--- src/hdl/adc_window_median_trimmed_mean_assert.svh ---
// Assertion macros used by the filter's top-level RTL file.
`ifndef ADC_WINDOW_MEDIAN_TRIMMED_MEAN_ASSERT_SVH
`define ADC_WINDOW_MEDIAN_TRIMMED_MEAN_ASSERT_SVH

// Checks a property on every clock edge outside reset.
`define AWMTM_ASSERT(lbl, prop, msg) \
    lbl: assert property (@(posedge i_clk) disable iff (!i_rst_n) (prop)) else $error(msg);

// Checks that a condition is followed by another on the next clock edge.
`define AWMTM_ASSERT_NEXT(lbl, ante, cons, msg) \
    lbl: assert property (@(posedge i_clk) disable iff (!i_rst_n) (ante) |=> (cons)) \
        else $error(msg);

`endif

--- src/hdl/awmtm_pkg.sv ---
// Shared constants, codes and types of the window median / trimmed-mean filter.
`default_nettype none

package awmtm_pkg;

    localparam int SAMPLE_W       = 12;
    localparam int OUT_W          = 14;
    localparam int OUT_MAX        = 16383;
    localparam int WINDOW_DEF     = 16;
    localparam int FIFO_DEPTH_DEF = 2;
    localparam int CFG_IDX_W      = 1;
    localparam int CFG_DATA_W     = 2;

    typedef enum logic [1:0] {
        ACT_STORE = 2'd0,
        ACT_READ  = 2'd1,
        ACT_CLEAR = 2'd2,
        ACT_NONE  = 2'd3
    } t_action;

    localparam logic [1:0] MODE_MEDIAN = 2'd0;
    localparam logic [1:0] MODE_OVERS  = 2'd1;
    localparam logic [1:0] MODE_RESET  = 2'd1;
    localparam logic [1:0] OB_RESET    = 2'd2;
    localparam logic [1:0] OB_MAX      = 2'd2;

    localparam logic [CFG_IDX_W-1:0] REG_FILTER_MODE = 1'd0;
    localparam logic [CFG_IDX_W-1:0] REG_OVERSAMPLE  = 1'd1;

    typedef struct packed {
        logic [1:0] mode;
        logic [1:0] ob;
    } t_rd_ctl;

    localparam int CTL_W = $bits(t_rd_ctl);

endpackage

`default_nettype wire

--- src/hdl/awmtm_req_if.sv ---
// Request channel: action code and converter sample.
`default_nettype none

interface awmtm_req_if;
    logic                              valid;
    logic                              ready;
    logic [1:0]                        action;
    logic [awmtm_pkg::SAMPLE_W-1:0]    sample;

    modport source (output valid, output action, output sample, input ready);
    modport sink   (input valid, input action, input sample, output ready);
endinterface

`default_nettype wire

--- src/hdl/awmtm_rsp_if.sv ---
// Response channel: filtered value.
`default_nettype none

interface awmtm_rsp_if;
    logic                           valid;
    logic                           ready;
    logic [awmtm_pkg::OUT_W-1:0]    filtered;

    modport source (output valid, output filtered, input ready);
    modport sink   (input valid, input filtered, output ready);
endinterface

`default_nettype wire

--- src/hdl/awmtm_front.sv ---
// Front end: sample ring, sorted cell chain, configuration and request decode.
`default_nettype none

module awmtm_front #(
    parameter  int WINDOW  = awmtm_pkg::WINDOW_DEF,
    localparam int LO      = WINDOW / 4,
    localparam int COUNT   = WINDOW - 2 * LO,
    localparam int MIDS_W  = COUNT * awmtm_pkg::SAMPLE_W,
    localparam int ENTRY_W = awmtm_pkg::CTL_W + awmtm_pkg::SAMPLE_W + MIDS_W
) (
    input  logic                                i_clk,
    input  logic                                i_rst_n,
    awmtm_req_if.sink                           i_req,
    input  logic                                i_cfg_wr_en,
    input  logic [awmtm_pkg::CFG_IDX_W-1:0]     i_cfg_idx,
    input  logic [awmtm_pkg::CFG_DATA_W-1:0]    i_cfg_wdata,
    input  logic                                i_full,
    output logic                                o_push,
    output logic [ENTRY_W-1:0]                  o_push_data
);

    localparam int SW     = awmtm_pkg::SAMPLE_W;
    localparam int SLOT_W = $clog2(WINDOW);
    localparam int MED    = (WINDOW - 1) / 2;

    logic [SW-1:0]      r_ring   [WINDOW];
    logic [SW-1:0]      r_sorted [WINDOW];
    logic [SLOT_W-1:0]  r_slot;
    logic [1:0]         r_mode;
    logic [1:0]         r_ob;

    awmtm_pkg::t_action w_act;
    awmtm_pkg::t_rd_ctl w_ctl;
    logic               w_acc;
    logic [SW-1:0]      w_old;
    logic [SW-1:0]      w_new;
    logic [WINDOW-1:0]  w_eq;
    logic [WINDOW-1:0]  w_rm;
    logic [WINDOW-1:0]  w_lt;
    logic [SW-1:0]      w_a   [WINDOW];
    logic [SW-1:0]      w_ins [WINDOW];
    logic [MIDS_W-1:0]  w_mids;

    assign w_act       = awmtm_pkg::t_action'(i_req.action);
    assign i_req.ready = !i_full;
    assign w_acc       = i_req.valid && i_req.ready;
    assign w_old       = r_ring[r_slot];
    assign w_new       = i_req.sample;

    // Each cell drops the first copy of the outgoing sample, then the
    // incoming sample drops into place where the chain stops being smaller.
    genvar g;
    for (g = 0; g < WINDOW; g++) begin : g_cell
        assign w_eq[g] = (r_sorted[g] == w_old);
        assign w_rm[g] = |w_eq[g:0];
        if (g < WINDOW - 1) begin : g_mid
            assign w_a[g]  = w_rm[g] ? r_sorted[g+1] : r_sorted[g];
            assign w_lt[g] = (w_a[g] < w_new);
        end else begin : g_last
            assign w_a[g]  = r_sorted[g];
            assign w_lt[g] = 1'b0;
        end
        if (g == 0) begin : g_first
            assign w_ins[g] = w_lt[g] ? w_a[g] : w_new;
        end else begin : g_rest
            assign w_ins[g] = w_lt[g] ? w_a[g] : (w_lt[g-1] ? w_new : w_a[g-1]);
        end
    end

    for (g = 0; g < COUNT; g++) begin : g_pack
        assign w_mids[g*SW +: SW] = r_sorted[LO+g];
    end

    assign w_ctl       = '{mode: r_mode, ob: r_ob};
    assign o_push      = w_acc && (w_act == awmtm_pkg::ACT_READ);
    assign o_push_data = {w_ctl, r_sorted[MED], w_mids};

    always_ff @(posedge i_clk) begin
        if (!i_rst_n) begin
            r_mode <= awmtm_pkg::MODE_RESET;
            r_ob   <= awmtm_pkg::OB_RESET;
            r_slot <= '0;
            for (int i = 0; i < WINDOW; i++) begin
                r_ring[i]   <= '0;
                r_sorted[i] <= '0;
            end
        end else begin
            if (i_cfg_wr_en) begin
                unique case (i_cfg_idx)
                    awmtm_pkg::REG_FILTER_MODE: r_mode <= i_cfg_wdata;
                    awmtm_pkg::REG_OVERSAMPLE:  r_ob   <= i_cfg_wdata;
                    default: ;
                endcase
            end
            if (w_acc) begin
                unique case (w_act)
                    awmtm_pkg::ACT_STORE: begin
                        r_ring[r_slot] <= w_new;
                        for (int i = 0; i < WINDOW; i++) begin
                            r_sorted[i] <= w_ins[i];
                        end
                        r_slot <= (r_slot == SLOT_W'(WINDOW - 1)) ? '0 : r_slot + 1'b1;
                    end
                    awmtm_pkg::ACT_CLEAR: begin
                        r_slot <= '0;
                        for (int i = 0; i < WINDOW; i++) begin
                            r_ring[i]   <= '0;
                            r_sorted[i] <= '0;
                        end
                    end
                    awmtm_pkg::ACT_READ, awmtm_pkg::ACT_NONE: ;
                endcase
            end
        end
    end

endmodule

`default_nettype wire

--- src/hdl/awmtm_fifo.sv ---
// Short queue of read snapshots between the front end and the arithmetic unit.
`default_nettype none

module awmtm_fifo #(
    parameter int WIDTH = 8,
    parameter int DEPTH = awmtm_pkg::FIFO_DEPTH_DEF
) (
    input  logic             i_clk,
    input  logic             i_rst_n,
    input  logic             i_push,
    input  logic [WIDTH-1:0] i_push_data,
    output logic             o_full,
    output logic             o_pop_valid,
    output logic [WIDTH-1:0] o_pop_data,
    input  logic             i_pop
);

    localparam int PTR_W = (DEPTH > 1) ? $clog2(DEPTH) : 1;
    localparam int CNT_W = $clog2(DEPTH + 1);

    logic [WIDTH-1:0] r_mem [DEPTH];
    logic [PTR_W-1:0] r_wp;
    logic [PTR_W-1:0] r_rp;
    logic [CNT_W-1:0] r_cnt;

    logic w_do_push;
    logic w_do_pop;

    assign o_full      = (r_cnt == CNT_W'(DEPTH));
    assign o_pop_valid = (r_cnt != '0);
    assign o_pop_data  = r_mem[r_rp];
    assign w_do_push   = i_push && !o_full;
    assign w_do_pop    = i_pop && o_pop_valid;

    always_ff @(posedge i_clk) begin
        if (w_do_push) begin
            r_mem[r_wp] <= i_push_data;
        end
    end

    always_ff @(posedge i_clk) begin
        if (!i_rst_n) begin
            r_wp  <= '0;
            r_rp  <= '0;
            r_cnt <= '0;
        end else begin
            if (w_do_push) begin
                r_wp <= (r_wp == PTR_W'(DEPTH - 1)) ? '0 : r_wp + 1'b1;
            end
            if (w_do_pop) begin
                r_rp <= (r_rp == PTR_W'(DEPTH - 1)) ? '0 : r_rp + 1'b1;
            end
            if (w_do_push && !w_do_pop) begin
                r_cnt <= r_cnt + 1'b1;
            end else if (w_do_pop && !w_do_push) begin
                r_cnt <= r_cnt - 1'b1;
            end
        end
    end

endmodule

`default_nettype wire

--- src/hdl/awmtm_back.sv ---
// Arithmetic unit: median pass-through, serial trimmed sum, restoring divider and output register.
`default_nettype none

module awmtm_back #(
    parameter  int WINDOW  = awmtm_pkg::WINDOW_DEF,
    localparam int LO      = WINDOW / 4,
    localparam int COUNT   = WINDOW - 2 * LO,
    localparam int MIDS_W  = COUNT * awmtm_pkg::SAMPLE_W,
    localparam int ENTRY_W = awmtm_pkg::CTL_W + awmtm_pkg::SAMPLE_W + MIDS_W
) (
    input  logic               i_clk,
    input  logic               i_rst_n,
    input  logic               i_q_valid,
    input  logic [ENTRY_W-1:0] i_q_data,
    output logic               o_q_pop,
    awmtm_rsp_if.source        o_rsp
);

    localparam int SMP_W   = awmtm_pkg::SAMPLE_W;
    localparam int OUT_W   = awmtm_pkg::OUT_W;
    localparam int SW      = $clog2(COUNT * ((1 << SMP_W) - 1) + 1);
    localparam int DW      = $clog2(COUNT + 1);
    localparam int CNT_MAX = (COUNT > SW) ? COUNT : SW;
    localparam int CNT_W   = $clog2(CNT_MAX);

    typedef enum logic [1:0] {ST_IDLE, ST_SUM, ST_DIV} t_state;

    t_state             r_state;
    logic [MIDS_W-1:0]  r_mids;
    logic [SW-1:0]      r_acc;
    logic [DW-1:0]      r_rem;
    logic [DW-1:0]      r_div;
    logic [CNT_W-1:0]   r_cnt;
    logic               r_out_valid;
    logic [OUT_W-1:0]   r_out_data;

    awmtm_pkg::t_rd_ctl w_ctl;
    logic [SMP_W-1:0]   w_med;
    logic [MIDS_W-1:0]  w_mids;
    logic [1:0]         w_ob_eff;
    logic [DW-1:0]      w_div_raw;
    logic [DW-1:0]      w_div;
    logic [SW-1:0]      w_sum_nx;
    logic [DW:0]        w_rem_sh;
    logic               w_ge;
    logic [DW:0]        w_rem_diff;
    logic [DW-1:0]      w_rem_nx;
    logic [SW-1:0]      w_quo_nx;

    assign w_ctl  = i_q_data[ENTRY_W-1 -: awmtm_pkg::CTL_W];
    assign w_med  = i_q_data[MIDS_W +: SMP_W];
    assign w_mids = i_q_data[MIDS_W-1:0];

    // Mode 1 keeps extra resolution by dividing by a smaller count.
    assign w_ob_eff  = (w_ctl.ob > awmtm_pkg::OB_MAX) ? awmtm_pkg::OB_MAX : w_ctl.ob;
    assign w_div_raw = (w_ctl.mode == awmtm_pkg::MODE_OVERS) ? DW'(COUNT >> w_ob_eff)
                                                             : DW'(COUNT);
    assign w_div     = (w_div_raw == '0) ? DW'(1) : w_div_raw;

    assign w_sum_nx   = r_acc + SW'(r_mids[SMP_W-1:0]);
    assign w_rem_sh   = {r_rem, r_acc[SW-1]};
    assign w_ge       = (w_rem_sh >= {1'b0, r_div});
    assign w_rem_diff = w_ge ? (w_rem_sh - {1'b0, r_div}) : w_rem_sh;
    assign w_rem_nx   = w_rem_diff[DW-1:0];
    assign w_quo_nx   = {r_acc[SW-2:0], w_ge};

    assign o_q_pop        = (r_state == ST_IDLE) && i_q_valid && !r_out_valid;
    assign o_rsp.valid    = r_out_valid;
    assign o_rsp.filtered = r_out_data;

    always_ff @(posedge i_clk) begin
        if (!i_rst_n) begin
            r_state     <= ST_IDLE;
            r_cnt       <= '0;
            r_out_valid <= 1'b0;
        end else begin
            if (r_out_valid && o_rsp.ready) begin
                r_out_valid <= 1'b0;
            end
            unique case (r_state)
                ST_IDLE: begin
                    if (o_q_pop) begin
                        if (w_ctl.mode == awmtm_pkg::MODE_MEDIAN) begin
                            r_out_data  <= OUT_W'(w_med);
                            r_out_valid <= 1'b1;
                        end else begin
                            r_mids  <= w_mids;
                            r_div   <= w_div;
                            r_acc   <= '0;
                            r_cnt   <= '0;
                            r_state <= ST_SUM;
                        end
                    end
                end
                ST_SUM: begin
                    r_mids <= r_mids >> SMP_W;
                    r_acc  <= w_sum_nx;
                    if (r_cnt == CNT_W'(COUNT - 1)) begin
                        r_cnt   <= '0;
                        r_rem   <= '0;
                        r_state <= ST_DIV;
                    end else begin
                        r_cnt <= r_cnt + 1'b1;
                    end
                end
                ST_DIV: begin
                    r_acc <= w_quo_nx;
                    r_rem <= w_rem_nx;
                    if (r_cnt == CNT_W'(SW - 1)) begin
                        r_cnt       <= '0;
                        r_out_valid <= 1'b1;
                        r_out_data  <= (w_quo_nx > SW'(awmtm_pkg::OUT_MAX))
                                       ? OUT_W'(awmtm_pkg::OUT_MAX) : w_quo_nx[OUT_W-1:0];
                        r_state     <= ST_IDLE;
                    end else begin
                        r_cnt <= r_cnt + 1'b1;
                    end
                end
                default: r_state <= ST_IDLE;
            endcase
        end
    end

endmodule

`default_nettype wire

--- src/hdl/adc_window_median_trimmed_mean.sv ---
// Stores and clears take effect at acceptance, one per cycle unless stalled.
// An accepted read is queued as a snapshot; a median read then goes to the output
// register directly; a trimmed-mean read first takes COUNT serial adds (COUNT =
// WINDOW - 2*(WINDOW/4)) and SW quotient bits in the restoring divider.
// Up to FIFO_DEPTH (default 2) reads wait queued; requests stall only when full.
// Synchronous active-low reset zeroes the window and slot, mode 1, oversample 2.
`default_nettype none

`include "adc_window_median_trimmed_mean_assert.svh"

module adc_window_median_trimmed_mean #(
    parameter  int WINDOW     = awmtm_pkg::WINDOW_DEF,
    parameter  int FIFO_DEPTH = awmtm_pkg::FIFO_DEPTH_DEF,
    localparam int LO         = WINDOW / 4,
    localparam int COUNT      = WINDOW - 2 * LO,
    localparam int ENTRY_W    = awmtm_pkg::CTL_W + awmtm_pkg::SAMPLE_W
                                + COUNT * awmtm_pkg::SAMPLE_W
) (
    input  logic                                i_clk,
    input  logic                                i_rst_n,
    awmtm_req_if.sink                           i_req,
    awmtm_rsp_if.source                         o_rsp,
    input  logic                                i_cfg_wr_en,
    input  logic [awmtm_pkg::CFG_IDX_W-1:0]     i_cfg_idx,
    input  logic [awmtm_pkg::CFG_DATA_W-1:0]    i_cfg_wdata
);

    logic               w_push;
    logic [ENTRY_W-1:0] w_push_data;
    logic               w_full;
    logic               w_q_valid;
    logic [ENTRY_W-1:0] w_q_data;
    logic               w_q_pop;
    logic               w_rd_acc;

    awmtm_front #(.WINDOW(WINDOW)) u_front (
        .i_clk       (i_clk),
        .i_rst_n     (i_rst_n),
        .i_req       (i_req),
        .i_cfg_wr_en (i_cfg_wr_en),
        .i_cfg_idx   (i_cfg_idx),
        .i_cfg_wdata (i_cfg_wdata),
        .i_full      (w_full),
        .o_push      (w_push),
        .o_push_data (w_push_data)
    );

    awmtm_fifo #(.WIDTH(ENTRY_W), .DEPTH(FIFO_DEPTH)) u_fifo (
        .i_clk       (i_clk),
        .i_rst_n     (i_rst_n),
        .i_push      (w_push),
        .i_push_data (w_push_data),
        .o_full      (w_full),
        .o_pop_valid (w_q_valid),
        .o_pop_data  (w_q_data),
        .i_pop       (w_q_pop)
    );

    awmtm_back #(.WINDOW(WINDOW)) u_back (
        .i_clk     (i_clk),
        .i_rst_n   (i_rst_n),
        .i_q_valid (w_q_valid),
        .i_q_data  (w_q_data),
        .o_q_pop   (w_q_pop),
        .o_rsp     (o_rsp)
    );

    assign w_rd_acc = i_req.valid && i_req.ready && (i_req.action == awmtm_pkg::ACT_READ);

    // A stalled request side means reads are waiting in the queue.
    `AWMTM_ASSERT(a_stall_only_when_queued, !i_req.ready |-> w_q_valid, "stall without queued reads")
    // The arithmetic unit takes a new read only into an empty output register.
    `AWMTM_ASSERT(a_pop_into_free_out, w_q_pop |-> !o_rsp.valid, "pop over pending result")
    // An accepted read request is queued by the next cycle.
    `AWMTM_ASSERT_NEXT(a_read_queued, w_rd_acc, w_q_valid, "accepted read request not queued")

endmodule

`default_nettype wire
--- src/flat_wrapper.sv ---
// flat-port wrapper written by rule: the top's interface ports become plain ports
module adc_window_median_trimmed_mean_flat 
#(
    parameter  int WINDOW     = awmtm_pkg::WINDOW_DEF,
    parameter  int FIFO_DEPTH = awmtm_pkg::FIFO_DEPTH_DEF,
    localparam int LO         = WINDOW / 4,
    localparam int COUNT      = WINDOW - 2 * LO,
    localparam int ENTRY_W    = awmtm_pkg::CTL_W + awmtm_pkg::SAMPLE_W
                                + COUNT * awmtm_pkg::SAMPLE_W
)
  (i_clk, i_rst_n, i_cfg_wr_en, i_cfg_idx, i_cfg_wdata, i_req_valid, i_req_action, i_req_sample, i_req_ready, o_rsp_valid, o_rsp_filtered, o_rsp_ready);
  awmtm_req_if i_req_i ();
  awmtm_rsp_if o_rsp_i ();
  input  logic i_clk;
  input  logic i_rst_n;
  input  logic i_cfg_wr_en;
  input  logic [awmtm_pkg::CFG_IDX_W-1:0] i_cfg_idx;
  input  logic [awmtm_pkg::CFG_DATA_W-1:0] i_cfg_wdata;
  input wire logic [$bits(i_req_i.valid)-1:0] i_req_valid;
  input wire logic [$bits(i_req_i.action)-1:0] i_req_action;
  input wire logic [$bits(i_req_i.sample)-1:0] i_req_sample;
  output wire logic [$bits(i_req_i.ready)-1:0] i_req_ready;
  output wire logic [$bits(o_rsp_i.valid)-1:0] o_rsp_valid;
  output wire logic [$bits(o_rsp_i.filtered)-1:0] o_rsp_filtered;
  input wire logic [$bits(o_rsp_i.ready)-1:0] o_rsp_ready;
  assign i_req_i.valid = i_req_valid;
  assign i_req_i.action = i_req_action;
  assign i_req_i.sample = i_req_sample;
  assign i_req_ready = i_req_i.ready;
  assign o_rsp_valid = o_rsp_i.valid;
  assign o_rsp_filtered = o_rsp_i.filtered;
  assign o_rsp_i.ready = o_rsp_ready;
  adc_window_median_trimmed_mean #(.WINDOW(WINDOW), .FIFO_DEPTH(FIFO_DEPTH)) u_core (.i_clk(i_clk), .i_rst_n(i_rst_n), .i_req(i_req_i), .o_rsp(o_rsp_i), .i_cfg_wr_en(i_cfg_wr_en), .i_cfg_idx(i_cfg_idx), .i_cfg_wdata(i_cfg_wdata));
endmodule
--- config.mk ---
export PLATFORM = sky130hd
export DESIGN_NAME = adc_window_median_trimmed_mean_flat
export DESIGN_NICKNAME = d
export VERILOG_FILES = /design/src/hdl/awmtm_pkg.sv /design/src/hdl/awmtm_req_if.sv /design/src/hdl/awmtm_rsp_if.sv /design/src/hdl/awmtm_front.sv /design/src/hdl/awmtm_fifo.sv /design/src/hdl/awmtm_back.sv /design/src/hdl/adc_window_median_trimmed_mean.sv /design/src/flat_wrapper.sv
export VERILOG_INCLUDE_DIRS = /design/src /design/src/hdl
export SDC_FILE = /design/constraint.sdc
export NUM_CORES = 2
export LEC_CHECK = 0
export BUFFER_PORTS_ARGS = -buffer_cell sky130_fd_sc_hd__buf_2
export CAP_MARGIN = 20
export CORE_MARGIN = 2
export CORE_UTILIZATION = 35
export CTS_BUF_LIST = sky130_fd_sc_hd__clkbuf_8
export CTS_CLUSTER_DIAMETER = 120
export CTS_CLUSTER_SIZE = 40
export DETAILED_ROUTE_END_ITERATION = 8
export GPL_ROUTABILITY_DRIVEN = 0
export GPL_TIMING_DRIVEN = 0
export PLACE_DENSITY = 0.61
export REMOVE_ABC_BUFFERS = 1
export SYNTH_ARGS = -nofsm -noshare
export SYNTH_HDL_FRONTEND = slang
export SYNTH_SLANG_ARGS = --single-unit
--- constraint.sdc ---
create_clock -name i_clk -period 7.1 [get_ports i_clk]
set_input_delay 0.355 -clock i_clk [delete_from_list [all_inputs] [get_ports i_clk]]
set_output_delay 0.355 -clock i_clk [all_outputs]
set_load 0.005 [all_outputs]
Yosys cells after proc, flatten, opt, wreduce, memory -nomap -nowiden --
Memories as Yosys holds them, arrays and structs flattened. A register that Yosys moved wholly into a read port is not among the register bits. Index checks and enable logic that the tools add are counted.
Word-level totals: bits in registers 152, bits in latches 0, memory bits (writable) 608, ROM bits 0, bits of input ports 22, logic and storage cells 320, memories kept 3
Memory list:
- u_core.u_fifo.r_mem | depth 2, bits a word 112, read ports 1, clocked after memory_dff 1, write ports 1, line awmtm_fifo.sv:21 | logic [WIDTH-1:0] r_mem [DEPTH];
- u_core.u_front.r_ring | depth 16, bits a word 12, read ports 1, clocked after memory_dff 1, write ports 16, line awmtm_front.sv:26 | logic [SW-1:0] r_ring [WINDOW];
- u_core.u_front.r_sorted | depth 16, bits a word 12, read ports 16, clocked after memory_dff 0, write ports 16, line awmtm_front.sv:27 | logic [SW-1:0] r_sorted [WINDOW];
Cells by class: add/subtract/negate cells 8, $mul 0, div/mod/pow operators 0, $lt $le $gt $ge 18, equality and inequality tests 29, shift operators 1, muxes and demuxes 148, bitwise gates (word level) 50, reductions and logical operators 49
Operators by type and width (number):
- 12-bit 2-to-1 mux | 94
- 96-bit 2-to-1 mux | 2
- 96-bit one-hot mux with 2 select lines | 1
- 12-bit == test | 15
- 12-bit less-than comparator | 15
- 14-bit 2-to-1 mux | 4
- 1-bit bitwise OR | 48
- 15-bit one-hot mux with 3 select lines | 1
- 4-bit 2-to-1 mux | 11
- 15-bit 2-to-1 mux | 2
- 14-bit one-hot mux with 2 select lines | 1
- 12-bit OR reduction | 2
- 1-bit 2-to-1 mux | 20
- 4-bit one-hot mux with 2 select lines | 2
- 4-bit AND reduction | 4
- 15-bit by 12-bit adder with 15-bit output | 1
- 15-bit by 14-bit > comparator with 1-bit output (second input constant) | 1
- 15-bit OR reduction | 1
- 2-bit 2-to-1 mux | 7
- 14-bit OR reduction | 1
- 13-bit OR reduction | 1
- 4-bit one-hot mux with 3 select lines | 1
- 2-bit nonzero test | 6
- 11-bit OR reduction | 1
- other kinds (34) | 61

Logic depth before layout (Yosys ltp) --
word-level depth 9, depth in mapped cells 34, depth with buffers taken out 26

By module --
A second synthesis with hierarchy kept.
Unflattened totals: cell total of the unflattened synthesis 3939, area total of the unflattened synthesis 45179.6 um2
By module, submodules not included:
- awmtm_front | times used 1, cells each 3071, area each 29991.3 um2
- awmtm_fifo | times used 1, cells each 373, area each 8336.7 um2
- awmtm_back | times used 1, cells each 495, area each 6851.6 um2

Worst setup path before layout --
Ideal clock, no wire load.
kind flip-flop to flip-flop, start point register (tool-made name), end point memory u_core.u_front.r_sorted[1][30] (netlist name) (data pin), arrival time 6.413 ns, path slack 0.421 ns, stages on the path, launching flop included 32, path buffers 8, clock period less this slack 6.679 ns, cells stage by stage dfxtp_1 buf_6 buf_8 buf_12 buf_6 mux2i_1 a22oi_1 nand2_4 xnor2_1 nor4_1 a22oi_1 or3_1 and4_1 buf_4 and2_1 buf_2 buf_2 mux2_2 ha_1 a21o_1 a21o_1 a21o_1 a21o_1 a21o_1 a21o_1 a221oi_1 nor3b_1 a221oi_4 buf_6 mux2_2 mux2i_1 nor2_1
RTL lines (line):
- to (decl) | awmtm_front.sv:27

==> impl_metrics.csv <==
group,metric,value,unit
outcome,outcome,"finished, final reports clean",
global_routing,grt_antenna_before_repair,3,
synthesis,netlist_instances,3842,
synthesis,synth-compound-area-share,11.4,%
job,maxCapViolations,0,
routing,ant_nets,0,
global_routing,grt_overflow,0,
sta,max_slew_margin,32.5,%
setup_path,required,7.83,ns
min_path,hold_class,"in -> reg",
routing,vias,31600,
sta,final.setup.tns,0,ns
sta,max_freq,142,MHz
synthesis,synth_seq_cells,741,
setup_path,worst-r2r-cell-count,27,
floorplanning,start_util,35.4,%
layout,nets,4022,
cts,insertion_delay,0.81,ns
setup_path,cp-end-kind,"register",
floorplanning,die_x,355,µm
sta,setup_slack,0.0796,ns
min_path,holdPathStages,2,
power,vdd_ir_drop_max,0.296,mV
routing,wl_per_cell,24.7,µm
power,p_per_area,219,mW/mm²
min_path,hold_start,"i_rst_n",
sta,skew,0.0779,ns
floorplanning,coreArea,0.122,mm²
cts,clockBufferDepth,3,
synthesis,yosysSeqAreaShare,48.7,%
synthesis,syn-cell-area,0.0432,mm²
global_routing,grt_max_degree,69,
cts,cts_tree,"yes",
synthesis,yosysMostFrequentCell,"edfxtp_1",
global_routing,grt_usage,20.6,%
routing,first_iter_violations,3152,
layout,drive_gt1_share,16.4,%
cts,clk_pin_slew,0.23,ns
cts,root_buffer,"clkbuf_8",
synthesis,yosysWarnings,0,
setup_path,critical_path_arrival,7.75,ns
global_routing,first_global_vias,30400,
sta,setup_violations,0,
power,power.internal,6.91,mW
synthesis,async_flop_share,0,%
cts,numClockSinks,741,
floorplanning,io_pins,38,
cts,cts_buffers,24,
synthesis,synth_top_family_by_area,"multiplexers",
synthesis,synth_edf_count,621,
routing,drt_wl_total,134000,µm
synthesis,synth-xor-area-share,5.15,%
power,pwr-share-comb,30.9,%
setup_path,worstSetupPathType,"reg -> reg",
synthesis,synth.area.mux_share,13.7,%
setup_path,cp_slowest_stage_delay,0.46,ns
layout,syn_to_final_growth,10.9,%
cts,htree_num_levels,1,
setup_path,crit_path_frequent_cell,"a21o_1",
floorplanning,num_rows,128,
synthesis,yosysUniqueCellTypes,98,
setup_path,slowest_stage,"or3_1",
layout,nFillCells,11700,
setup_path,crit_fanout,24,
sta,post-route-period-util,98.9,%
synthesis,yosysTopAreaCell,"edfxtp_1",
power,p_sw_share,34.2,%
global_routing,grt_first_pass_wirelength,199000,µm
power,leakagePower,17.1,nW
synthesis,synthAdderAreaFrac,5.65,%
synthesis,synth-simple-area-share,11.2,%
place,hpwlAfterDp,91800,µm
synthesis,synthFlopType,"edfxtp_1",
routing,first_pass_iters,5,
synthesis,netlist_top_cells_area,"edfxtp_1 43%, mux2i_1 7.9%, dfxtp_1 5.6%",
place,pre_cts_ws,-2.09,ns
synthesis,synth.avg_cell_area,11.2,µm²
sta,maxSlewViolCount,0,
power,power_frac_clock,16.4,%
sta,worst_pin_slew,1.01,ns
power,pwr-share-seq,52.7,%
setup_path,startpoint_type,"register",
layout,final_util,39.2,%
synthesis,synth_top_area_share,43.2,%
place,io_buffers,37,
routing,vias_per_cell,5.80,
power,netSwitchingPower,3.59,mW
floorplanning,die_area,0.126,mm²
routing,drc,0,
sta,hold_viol,0,
floorplanning,die_h,355,µm
synthesis,yosys-top-cells-count,"621 x edfxtp_1, 343 x mux2i_1, 211 x nand2_1",
sta,min_period,7.02,ns
## stage by stage
step	power (mW)	instance area (µm²)	cells	hold slack, ns
global route	11.0	47900	5450	0.0414
global placement	8.73	44100	5218	0.436
detailed placement	8.74	46000	5308	0.447
finish	10.5	47900	5450	0.0346
CTS	10.4	47100	5393	0.00867
floorplan	7.72	41900	3556	0.417
## worst max-delay path, delay by kind of cell, from the launching register on
kind	cells	cell delay, ns
buffers and inverters	4	0.78
flip-flops	1	0.44
adder cells (fa/ha/maj)	1	0.31
XOR/XNOR	1	0.21
multiplexers	2	0.52
AO/OA/AOI/OAI	11	2.43
AND/OR/NAND/NOR	8	2.28
## cells in the final DEF (no fill, tap or decap), types with 125 or more instances in the layout
master,n
mux2_2,196
nor2_1,143
nor3_1,202
edfxtp_1,621
inv_1,125
o21ai_0,159
nand2_1,196
mux2i_1,341
a21oi_1,134
xnor2_1,159
ha_1,191
## logic make-up after synthesis
logic type | after synthesis
xor+xnor | 254
other cells | 1
mux | 553
flops | 741
buf+inv | 418
fa+ha+maj | 194
simple gates | 956
compound gates | 725
## power groups by stage
stage	Combinational (mW)	Clock (mW)	Sequential, mW
floorplan	2.10	0	5.62
global placement	2.90	0	5.82
detailed placement	3.10	0	5.64
CTS	3.18	1.74	5.53
global route	3.54	1.87	5.57
finish	3.25	1.72	5.53
## registers in the layout, summed over array words and instances (netlist names), 14 cells and up, named ones only
register	flops
u_core.u_back.o_rsp.filtered	14
u_core.u_back.r_acc	15
u_core.u_back.r_mids	96
u_core.u_fifo.r_mem	200
u_core.u_front.r_ring	192
u_core.u_front.r_sorted	192
## per-layer routing
layer / wire length, µm / GRT usage [%] / up-vias
li1: - / - / 14400
met1: 57900 / 28.4 / 15700
met2: 62000 / 33.3 / 1243
met3: 8880 / 2.27 / 266
met4: 5700 / 7.51 / 2
met5: 12 / 0 / -
## area by class of cell
| class | count | area [µm²] | area share, % |
|---|---|---|---|
| flip-flops and latches | 741 | 21100 | 44.0 |
| multi-input cells | 2684 | 21000 | 43.8 |
| repair buffers | 223 | 2820 | 5.89 |
| well taps | 1625 | 2030 | 4.24 |
| inverters | 132 | 500 | 1.04 |
| clock buffers | 24 | 330 | 0.689 |
| clock inverters | 20 | 169 | 0.352 |
| diodes | 1 | 2.50 | 0.00522 |
## worst paths after layout
| kind | endpoint | slack [ns] |
|---|---|---|
| worst max register to register | u_core.u_front.r_sorted[2][35] | 0.08 |
| worst min register to register | u_core.u_fifo.r_mem[0][111] | 0.50 |
| worst min-delay path | u_core.u_front.r_mode[0] | 0.03 |
| worst max-delay path | u_core.u_front.r_sorted[2][35] | 0.08 |
## what timing repair did
item                                    CTS  global route
resized for setup                        55            44
endpoints found under the hold margin     5             0
setup buffers                            30            55
pin swaps                                10            14
cloned                                    2             1
endpoints found under the setup margin  180           142
hold buffers                              9             0
Power figures use the tool's default switching activity.
